<file path="src/sv/nir_pkg.sv">
// nir_pkg: shared types and constants of the nec infrared pulse decoder
`default_nettype none

package nir_pkg;

   localparam int INTERVAL_W = 24;
   localparam int BYTE_W     = 8;
   localparam int CSR_IDX_W  = 3;
   localparam int CSR_DATA_W = 24;
   localparam int QUEUE_DEPTH = 4;

   // item opcodes
   localparam logic OP_EDGE = 1'b0;
   localparam logic OP_END  = 1'b1;

   // register indexes
   localparam logic [CSR_IDX_W-1:0] CSR_ZERO_MIN       = 3'd0;
   localparam logic [CSR_IDX_W-1:0] CSR_ZERO_MAX       = 3'd1;
   localparam logic [CSR_IDX_W-1:0] CSR_ONE_MIN        = 3'd2;
   localparam logic [CSR_IDX_W-1:0] CSR_ONE_MAX        = 3'd3;
   localparam logic [CSR_IDX_W-1:0] CSR_SPEED_CODE     = 3'd4;
   localparam logic [CSR_IDX_W-1:0] CSR_DIRECTION_CODE = 3'd5;
   localparam logic [CSR_IDX_W-1:0] CSR_DISTANCE_CODE  = 3'd6;

   typedef struct packed {
      logic [INTERVAL_W-1:0] zero_min;
      logic [INTERVAL_W-1:0] zero_max;
      logic [INTERVAL_W-1:0] one_min;
      logic [INTERVAL_W-1:0] one_max;
   } win_cfg_type;

   typedef struct packed {
      logic [BYTE_W-1:0] speed;
      logic [BYTE_W-1:0] direction;
      logic [BYTE_W-1:0] distance;
   } code_cfg_type;

   typedef enum logic [1:0] {
      CLS_ZERO,
      CLS_ONE,
      CLS_NONE
   } cls_type;

   typedef enum logic [1:0] {
      KIND_CMD,
      KIND_DATA,
      KIND_END
   } kind_type;

   // one classified operation handed from the front to the back
   typedef struct packed {
      kind_type   kind;
      cls_type    cls;
      logic [2:0] bit_idx;
   } entry_type;

endpackage

`default_nettype wire

</file>
<file path="src/sv/nir_req_if.sv">
// nir_req_if: input channel carrying edge and timeout beats
`default_nettype none

interface nir_req_if;
   logic                           valid;
   logic                           ready;
   logic                           op;
   logic [nir_pkg::INTERVAL_W-1:0] interval;

   modport source (output valid, output op, output interval, input ready);
   modport sink   (input valid, input op, input interval, output ready);
endinterface

`default_nettype wire

</file>
<file path="src/sv/nir_rsp_if.sv">
// nir_rsp_if: result channel carrying one beat per frame end
`default_nettype none

interface nir_rsp_if;
   logic                       valid;
   logic                       ready;
   logic [nir_pkg::BYTE_W-1:0] command;
   logic [nir_pkg::BYTE_W-1:0] payload;
   logic                       payload_updated;

   modport source (output valid, output command, output payload, output payload_updated,
                   input ready);
   modport sink   (input valid, input command, input payload, input payload_updated,
                   output ready);
endinterface

`default_nettype wire

</file>
<file path="src/sv/nir_front.sv">
// nir_front: frame tracking and interval classification
`default_nettype none

module nir_front #(
   parameter int FRAME_SLOTS = 50
) (
   input  wire logic                 clock,
   input  wire logic                 reset,
   input  wire nir_pkg::win_cfg_type win_cfg,
   nir_req_if.sink                   req_if,
   output logic                      push_valid,
   output nir_pkg::entry_type        push_entry,
   input  wire logic                 push_ready
);
   import nir_pkg::*;

   localparam int SLOT_W = $clog2(FRAME_SLOTS);

   logic              in_frame_ff, in_frame_in;
   logic [SLOT_W-1:0] slot_ff, slot_in;
   logic              accept;
   cls_type           cls;

   assign req_if.ready = push_ready;
   assign accept       = req_if.valid && push_ready;

   // zero window wins where the windows overlap
   always_comb begin
      if (req_if.interval >= win_cfg.zero_min && req_if.interval <= win_cfg.zero_max) begin
         cls = CLS_ZERO;
      end else if (req_if.interval >= win_cfg.one_min &&
                   req_if.interval <= win_cfg.one_max) begin
         cls = CLS_ONE;
      end else begin
         cls = CLS_NONE;
      end
   end

   always_comb begin
      in_frame_in        = in_frame_ff;
      slot_in            = slot_ff;
      push_valid         = 1'b0;
      push_entry.kind    = KIND_END;
      push_entry.cls     = cls;
      push_entry.bit_idx = '0;
      if (accept) begin
         if (req_if.op == OP_END) begin
            in_frame_in     = 1'b0;
            slot_in         = '0;
            push_valid      = 1'b1;
            push_entry.kind = KIND_END;
         end else if (!in_frame_ff) begin
            in_frame_in = 1'b1;
         end else begin
            if (slot_ff >= SLOT_W'(1) && slot_ff <= SLOT_W'(8)) begin
               push_valid         = 1'b1;
               push_entry.kind    = KIND_CMD;
               push_entry.bit_idx = 3'(SLOT_W'(8) - slot_ff);
            end else if (slot_ff >= SLOT_W'(17) && slot_ff <= SLOT_W'(24)) begin
               push_valid         = 1'b1;
               push_entry.kind    = KIND_DATA;
               push_entry.bit_idx = 3'(SLOT_W'(24) - slot_ff);
            end
            // saturate at the last slot
            if (slot_ff < SLOT_W'(FRAME_SLOTS - 1)) begin
               slot_in = slot_ff + SLOT_W'(1);
            end
         end
      end
   end

   always_ff @(posedge clock) begin
      if (reset) begin
         in_frame_ff <= 1'b0;
         slot_ff     <= '0;
      end else begin
         in_frame_ff <= in_frame_in;
         slot_ff     <= slot_in;
      end
   end

endmodule

`default_nettype wire

</file>
<file path="src/sv/nir_queue.sv">
// nir_queue: short fifo of classified operations between front and back
`default_nettype none

module nir_queue (
   input  wire logic               clock,
   input  wire logic               reset,
   input  wire logic               push_valid,
   input  wire nir_pkg::entry_type push_entry,
   output logic                    push_ready,
   output logic                    pop_valid,
   output nir_pkg::entry_type      pop_entry,
   input  wire logic               pop_ready
);
   import nir_pkg::*;

   localparam int PTR_W = $clog2(QUEUE_DEPTH);
   localparam int CNT_W = $clog2(QUEUE_DEPTH + 1);

   entry_type        mem_ff [QUEUE_DEPTH];
   logic [PTR_W-1:0] wr_ptr_ff, rd_ptr_ff;
   logic [CNT_W-1:0] count_ff;
   logic             do_push, do_pop;

   assign push_ready = count_ff != CNT_W'(QUEUE_DEPTH);
   assign pop_valid  = count_ff != '0;
   assign pop_entry  = mem_ff[rd_ptr_ff];
   assign do_push    = push_valid && push_ready;
   assign do_pop     = pop_valid && pop_ready;

   always_ff @(posedge clock) begin
      if (do_push) begin
         mem_ff[wr_ptr_ff] <= push_entry;
      end
   end

   always_ff @(posedge clock) begin
      if (reset) begin
         wr_ptr_ff <= '0;
         rd_ptr_ff <= '0;
         count_ff  <= '0;
      end else begin
         if (do_push) begin
            wr_ptr_ff <= wr_ptr_ff + PTR_W'(1);
         end
         if (do_pop) begin
            rd_ptr_ff <= rd_ptr_ff + PTR_W'(1);
         end
         if (do_push && !do_pop) begin
            count_ff <= count_ff + CNT_W'(1);
         end else if (do_pop && !do_push) begin
            count_ff <= count_ff - CNT_W'(1);
         end
      end
   end

endmodule

`default_nettype wire

</file>
<file path="src/sv/nir_back.sv">
// nir_back: command and data byte update and result register
`default_nettype none

module nir_back (
   input  wire logic                  clock,
   input  wire logic                  reset,
   input  wire nir_pkg::code_cfg_type code_cfg,
   input  wire logic                  pop_valid,
   input  wire nir_pkg::entry_type    pop_entry,
   output logic                       pop_ready,
   nir_rsp_if.source                  rsp_if
);
   import nir_pkg::*;

   logic [BYTE_W-1:0] command_ff, command_in;
   logic [BYTE_W-1:0] payload_ff, payload_in;
   logic [BYTE_W-1:0] pend_value_ff, pend_value_in;
   logic [BYTE_W-1:0] pend_known_ff, pend_known_in;
   logic              rsp_valid_ff, rsp_valid_in;
   logic [BYTE_W-1:0] rsp_command_ff, rsp_command_in;
   logic [BYTE_W-1:0] rsp_payload_ff, rsp_payload_in;
   logic              rsp_updated_ff, rsp_updated_in;
   logic              slot_free, do_pop, hit;
   logic [BYTE_W-1:0] mask;

   assign slot_free = !rsp_valid_ff || rsp_if.ready;
   assign pop_ready = (pop_entry.kind != KIND_END) || slot_free;
   assign do_pop    = pop_valid && pop_ready;
   assign mask      = BYTE_W'(1) << pop_entry.bit_idx;
   assign hit       = (command_ff == code_cfg.speed) ||
                      (command_ff == code_cfg.direction) ||
                      (command_ff == code_cfg.distance);

   always_comb begin
      command_in     = command_ff;
      payload_in     = payload_ff;
      pend_value_in  = pend_value_ff;
      pend_known_in  = pend_known_ff;
      rsp_valid_in   = rsp_valid_ff && !rsp_if.ready;
      rsp_command_in = rsp_command_ff;
      rsp_payload_in = rsp_payload_ff;
      rsp_updated_in = rsp_updated_ff;
      if (do_pop) begin
         unique case (pop_entry.kind)
            KIND_CMD: begin
               if (pop_entry.cls == CLS_ZERO) begin
                  command_in = command_ff & ~mask;
               end else if (pop_entry.cls == CLS_ONE) begin
                  command_in = command_ff | mask;
               end
            end
            KIND_DATA: begin
               if (pop_entry.cls == CLS_NONE) begin
                  pend_known_in = pend_known_ff & ~mask;
               end else begin
                  pend_known_in = pend_known_ff | mask;
                  if (pop_entry.cls == CLS_ONE) begin
                     pend_value_in = pend_value_ff | mask;
                  end else begin
                     pend_value_in = pend_value_ff & ~mask;
                  end
               end
            end
            KIND_END: begin
               if (hit) begin
                  payload_in = (payload_ff & ~pend_known_ff) |
                               (pend_value_ff & pend_known_ff);
               end
               rsp_valid_in   = 1'b1;
               rsp_command_in = command_ff;
               rsp_payload_in = payload_in;
               rsp_updated_in = hit;
            end
            default: begin
            end
         endcase
      end
   end

   always_ff @(posedge clock) begin
      if (reset) begin
         command_ff    <= '0;
         payload_ff    <= '0;
         pend_value_ff <= '0;
         pend_known_ff <= '0;
         rsp_valid_ff  <= 1'b0;
      end else begin
         command_ff    <= command_in;
         payload_ff    <= payload_in;
         pend_value_ff <= pend_value_in;
         pend_known_ff <= pend_known_in;
         rsp_valid_ff  <= rsp_valid_in;
      end
   end

   always_ff @(posedge clock) begin
      rsp_command_ff <= rsp_command_in;
      rsp_payload_ff <= rsp_payload_in;
      rsp_updated_ff <= rsp_updated_in;
   end

   assign rsp_if.valid           = rsp_valid_ff;
   assign rsp_if.command         = rsp_command_ff;
   assign rsp_if.payload         = rsp_payload_ff;
   assign rsp_if.payload_updated = rsp_updated_ff;

endmodule

`default_nettype wire

</file>
<file path="src/sv/nec_ir_pulse_decoder.sv">
// nec_ir_pulse_decoder: top level of the nec infrared pulse-distance decoder
//
//   channel  dir  beat contents                        handshake
//   req_if   in   op, interval[23:0]                   valid/ready
//   rsp_if   out  command[7:0], payload[7:0], updated  valid/ready
//   csr_*    in   csr_index[2:0], csr_wdata[23:0]      csr_we, no wait
//
// one request beat per cycle is accepted while the queue has room; an edge beat
// never makes a result; classification is combinational in the front, so a
// timeout beat's result beat is offered once the entry has passed through a
// queue slot and the back output register
// the four-entry queue sets the slack: req_if.ready drops only while it is full
// a stalled rsp_if holds only timeout entries at the queue head, edge entries
// keep draining; synchronous active-high reset, no clearing pass
`default_nettype none

module nec_ir_pulse_decoder #(
   parameter int FRAME_SLOTS = 50
) (
   input  wire logic                            clock,
   input  wire logic                            reset,
   nir_req_if.sink                              req_if,
   nir_rsp_if.source                            rsp_if,
   input  wire logic                            csr_we,
   input  wire logic [nir_pkg::CSR_IDX_W-1:0]   csr_index,
   input  wire logic [nir_pkg::CSR_DATA_W-1:0]  csr_wdata
);
   import nir_pkg::*;

   // configuration registers
   win_cfg_type  win_cfg_ff;
   code_cfg_type code_cfg_ff;

   // front to queue and queue to back
   logic      push_valid, push_ready;
   entry_type push_entry;
   logic      pop_valid, pop_ready;
   entry_type pop_entry;

   // register writes; an index past the list is dropped
   always_ff @(posedge clock) begin
      if (reset) begin
         win_cfg_ff.zero_min   <= INTERVAL_W'(1000);
         win_cfg_ff.zero_max   <= INTERVAL_W'(1300);
         win_cfg_ff.one_min    <= INTERVAL_W'(2000);
         win_cfg_ff.one_max    <= INTERVAL_W'(2500);
         code_cfg_ff.speed     <= BYTE_W'(0);
         code_cfg_ff.direction <= BYTE_W'(1);
         code_cfg_ff.distance  <= BYTE_W'(2);
      end else if (csr_we) begin
         unique case (csr_index)
            CSR_ZERO_MIN:       win_cfg_ff.zero_min   <= csr_wdata;
            CSR_ZERO_MAX:       win_cfg_ff.zero_max   <= csr_wdata;
            CSR_ONE_MIN:        win_cfg_ff.one_min    <= csr_wdata;
            CSR_ONE_MAX:        win_cfg_ff.one_max    <= csr_wdata;
            CSR_SPEED_CODE:     code_cfg_ff.speed     <= csr_wdata[BYTE_W-1:0];
            CSR_DIRECTION_CODE: code_cfg_ff.direction <= csr_wdata[BYTE_W-1:0];
            CSR_DISTANCE_CODE:  code_cfg_ff.distance  <= csr_wdata[BYTE_W-1:0];
            default: begin
            end
         endcase
      end
   end

   // front: tracks the open frame and slot, classifies each interval
   nir_front #(
      .FRAME_SLOTS (FRAME_SLOTS)
   ) u_front (
      .clock      (clock),
      .reset      (reset),
      .win_cfg    (win_cfg_ff),
      .req_if     (req_if),
      .push_valid (push_valid),
      .push_entry (push_entry),
      .push_ready (push_ready)
   );

   // decouples the two sides
   nir_queue u_queue (
      .clock      (clock),
      .reset      (reset),
      .push_valid (push_valid),
      .push_entry (push_entry),
      .push_ready (push_ready),
      .pop_valid  (pop_valid),
      .pop_entry  (pop_entry),
      .pop_ready  (pop_ready)
   );

   // back: applies bits, matches codes at frame end, drives results
   nir_back u_back (
      .clock     (clock),
      .reset     (reset),
      .code_cfg  (code_cfg_ff),
      .pop_valid (pop_valid),
      .pop_entry (pop_entry),
      .pop_ready (pop_ready),
      .rsp_if    (rsp_if)
   );

endmodule

`default_nettype wire

</file>
<file path="src/flat_wrapper.sv">
// flat-port wrapper written by rule: the top's interface ports become plain ports
module nec_ir_pulse_decoder_flat import nir_pkg::*;
#(
   parameter int FRAME_SLOTS = 50
)
  (clock, reset, csr_we, csr_index, csr_wdata, req_if_valid, req_if_op, req_if_interval, req_if_ready, rsp_if_valid, rsp_if_command, rsp_if_payload, rsp_if_payload_updated, rsp_if_ready);
  nir_req_if req_if_i ();
  nir_rsp_if rsp_if_i ();
  input  wire logic clock;
  input  wire logic reset;
  input  wire logic csr_we;
  input  wire logic [nir_pkg::CSR_IDX_W-1:0] csr_index;
  input  wire logic [nir_pkg::CSR_DATA_W-1:0] csr_wdata;
  input wire logic [$bits(req_if_i.valid)-1:0] req_if_valid;
  input wire logic [$bits(req_if_i.op)-1:0] req_if_op;
  input wire logic [$bits(req_if_i.interval)-1:0] req_if_interval;
  output wire logic [$bits(req_if_i.ready)-1:0] req_if_ready;
  output wire logic [$bits(rsp_if_i.valid)-1:0] rsp_if_valid;
  output wire logic [$bits(rsp_if_i.command)-1:0] rsp_if_command;
  output wire logic [$bits(rsp_if_i.payload)-1:0] rsp_if_payload;
  output wire logic [$bits(rsp_if_i.payload_updated)-1:0] rsp_if_payload_updated;
  input wire logic [$bits(rsp_if_i.ready)-1:0] rsp_if_ready;
  assign req_if_i.valid = req_if_valid;
  assign req_if_i.op = req_if_op;
  assign req_if_i.interval = req_if_interval;
  assign req_if_ready = req_if_i.ready;
  assign rsp_if_valid = rsp_if_i.valid;
  assign rsp_if_command = rsp_if_i.command;
  assign rsp_if_payload = rsp_if_i.payload;
  assign rsp_if_payload_updated = rsp_if_i.payload_updated;
  assign rsp_if_i.ready = rsp_if_ready;
  nec_ir_pulse_decoder #(.FRAME_SLOTS(FRAME_SLOTS)) u_core (.clock(clock), .reset(reset), .req_if(req_if_i), .rsp_if(rsp_if_i), .csr_we(csr_we), .csr_index(csr_index), .csr_wdata(csr_wdata));
endmodule
</file>
<file path="config.mk">
export PLATFORM = sky130hd
export DESIGN_NAME = nec_ir_pulse_decoder_flat
export DESIGN_NICKNAME = d
export VERILOG_FILES = /design/src/sv/nir_pkg.sv /design/src/sv/nir_req_if.sv /design/src/sv/nir_rsp_if.sv /design/src/sv/nir_front.sv /design/src/sv/nir_queue.sv /design/src/sv/nir_back.sv /design/src/sv/nec_ir_pulse_decoder.sv /design/src/flat_wrapper.sv
export SDC_FILE = /design/constraint.sdc
export NUM_CORES = 1
export LEC_CHECK = 0
export BUFFER_PORTS_ARGS = -buffer_cell sky130_fd_sc_hd__buf_4
export CORE_UTILIZATION = 30
export CTS_CLUSTER_DIAMETER = 150
export CTS_CLUSTER_SIZE = 40
export DETAILED_ROUTE_END_ITERATION = 8
export GPL_TIMING_DRIVEN = 0
export SLEW_MARGIN = 30
export SYNTH_ARGS = -nofsm -noshare
export SYNTH_HDL_FRONTEND = slang
export SYNTH_SLANG_ARGS = --single-unit
</file>
<file path="constraint.sdc">
create_clock -name clock -period 6.7 [get_ports clock]
set_input_delay 0 -clock clock [delete_from_list [all_inputs] [get_ports clock]]
set_output_delay 0 -clock clock [all_outputs]
set_load 0.05 [all_outputs]
</file>
==> impl_metrics.py <==
metrics = {
    "pwr": {
        "total_leakage_power_nw": 4.62,
        "total_power_mw": 2.95,
        "pwr_density_cell_nw_per_um2": 237,
        "irDropWorstVdd_mv": 0.257,
    },
    "floorplanning": {
        "dieWidth_um": 191,
        "dieArea_um2": 36500,
        "start_util": 0.307,
        "placeableCoreArea_um2": 34900,
        "floorplan.io_pins": 76,
        "die_h_um": 191,
        "core.rowCount": 68,
    },
    "routing": {
        "initialDrtViolationCount": 500,
        "drt.antenna.violating_nets": 0,
        "drtPass1Iterations": 5,
        "detail_route.vias_per_cell": 4.85,
        "drt_drc_violations_left": 0,
        "routed_wl_mm": 28.3,
        "post_drt_wl_per_cell_um": 15.8,
        "detailroute.via_count": 8698,
    },
    "sta": {
        "slew_margin_rel": 0.400,
        "post-route-min-period_ns": 3.22,
        "setup_viol_count_final": 0,
        "timing.final.max_slew_violations": 0,
        "final_worst_clock_skew_ns": 0.0309,
        "rsz0062_at_grt": "no",
        "tightest_slew_ns": 0.897,
        "fin_setup_tns_ns": 0,
        "finalHoldViolCount": 0,
        "post-route-period-util": 0.480,
        "fmax_mhz": 311,
        "final.hold.worst_slack_ns": 0.0526,
    },
    "cts": {
        "h_tree_levels": 1,
        "cts.root.buffer_cell": "clkbuf_16",
        "tritoncts": "yes",
        "cts.sink_count": 214,
        "clk_pin_slew_ns": 0.15,
        "clkLatencyLatePin_ns": 0.48,
        "tritoncts.num_buffers": 9,
        "max-clock-path-buffers": 3,
        "post_cts_buffers": 0,
    },
    "logic_synthesis": {
        "cell_area_synth_um2": 10700,
        "synth.yosys.warnings": 0,
        "synthesis.area_per_instance_um2": 8.78,
        "synth_sequential_area_ratio": 0.441,
        "number_of_synthesized_register_bits": 214,
        "synthCells": 1221,
        "synth_ff_type": "dfxtp_1",
        "postSynth.asyncResetShare": 0,
        "synth_nets": 1383,
        "yosys.cell_types.count": 51,
        "number_of_flops_mapped_to_enable_cells_by_yosys": 45,
    },
    "place": {
        "port_buffers": 74,
        "gp_routability_congestion": 0.848,
        "place_hpwl_mm": 21.4,
    },
    "global_route": {
        "grt_antenna_before_repair": 1,
        "first_global_vias": 8473,
        "grt_remaining_overflow": 0,
        "grt_max_degree": 42,
        "grt_first_pass_wirelength_mm": 45.2,
        "grtUsageTotal": 0.157,
    },
    "worst_setup_path": {
        "required_ns": 6.90,
        "cp-end-kind": "register",
        "crit_path_kind": "register to register",
        "rrSetupSlack_ns": 3.48,
        "critPathTopFamily": "compound AO/OA/AOI/OAI gates",
        "worst_path_largest_cell_delay_ns": 0.70,
        "worst_ep_arrival_time_ns": 3.42,
        "timing.critical_path.from_type": "register",
        "critical_path.n_buffers_inverters": 1,
        "critical_path.slowest_cell": "nor4_1",
        "critical_path.cell_chain": "inv_1 > ha_1 > nand4_1 > nor4_1 > nand2_1 > o211ai_1 > o21ai_0 > a211oi_1",
        "crit_path_max_fanout": 4,
    },
    "layout": {
        "num-fill-cells": 3640,
        "nNetsFinal": 1498,
        "layout.cells.most_common": "nand2_1",
        "layout-drive-gt1-share": 0.0815,
        "syn2layout_area_growth_pct": 15.8,
        "layout.core_utilization": 0.356,
        "top_library_cells_by_usage_in_the_layout_fill_and_taps_aside": "258 x nand2_1, 169 x dfxtp_1, 158 x a21oi_1",
    },
    "run_status": {
        "run_status": "completed",
    },
    "hold_path": {
        "holdCritPathClass": "primary input to register",
    },
    "run": {
        "cap_viol_max_count": 0,
    },
}
repair_timing:
action | in CTS | in global routing
gates resized for setup | 0 | 0
hold buffers | 29 | 0
hold endpoints to repair | 128 | 0
cell families after synthesis:
| logic type | share of synthesized area |
|---|---|
| adders and majority gates | 0.123 |
| buffers and inverters | 0.0527 |
| AOI/OAI and AO/OA | 0.141 |
| and+or+nand+nor | 0.183 |
| muxes | 0.0324 |
| DFF | 0.441 |
| xor gates and xnor gates | 0.0261 |
area by class of cell:
class                   instances  area [um^2]  area share
diodes                          1         2.50    0.000201
plain buffers                  44          175      0.0141
clock buffers                  12          236      0.0190
clock inverters                 1         30.0     0.00242
inverters                     104          390      0.0314
multi-input cells             859         5430       0.437
flip-flops and latches        214         4730       0.381
well taps                     455          569      0.0458
repair buffers                104          857      0.0690
synthesized netlist by cell type (all sizes together) (8+ instances only):
cell    instances  area, um^2
ha            104        1300
dfxtp         169        3380
o211ai         10        75.1
o311ai          9        78.8
a211oi         11        82.6
xnor2          26         228
nand3          24         120
o21ai          17        85.1
nand4          21         131
nor2b          15        96.3
a211o          17         149
mux2i          10         100
edfxtp         45        1350
clkbuf         39         146
a21o           14         105
nand2         258         968
a21oi         158         791
mux2            8        90.1
inv           104         390
and2           10        62.6
nor3            8        40.0
nor2           74         278
per-layer routing:
layer  vias to the layer above  part of all wire  track usage
met3                        26             0.045       0.0162
met5                         -                 0            0
li1                       4398                 -            -
met2                       167              0.46        0.267
met1                      4107              0.47        0.212
met4                         0             0.020       0.0366
tightest hold or removal path, delay by kind of cell:
family          cells  cell delay, ns
simple gates        3            0.33
buf+inv             1            0.13
compound gates      1            0.05
final timing paths:
check | startpoint | end | cells after the start
setup / recovery | u_core.win_cfg_ff[67] | u_core.u_queue.mem_ff[0][3] | 8
hold / removal | csr_index[2] | u_core.code_cfg_ff[18] | 5
setup reg to reg | u_core.win_cfg_ff[67] | u_core.u_queue.mem_ff[0][3] | 8
hold reg to reg | u_core.win_cfg_ff[16] | u_core.win_cfg_ff[16] | 2
report_power, final:
part           internal, mW  leakage (nW)  switching (mW)  total, mW
Clock                 0.261         0.126           0.417      0.678
Combinational         0.280          2.72           0.530      0.810
Sequential             1.42          1.78          0.0399       1.46
through the flow:
| stage | std cells | cell area (um^2) | setup WS [ns] |
|---|---|---|---|
| after CTS | 1793 | 12400 | 3.49 |
| after global routing | 1794 | 12400 | 3.21 |
| after detailed placement | 1751 | 11900 | 3.51 |
| final | 1794 | 12400 | 3.48 |
| after floorplan | 1221 | 10700 | 3.85 |
| after global placement | 1750 | 11900 | 3.55 |
Note: power is estimated with default switching activity, not from simulation.
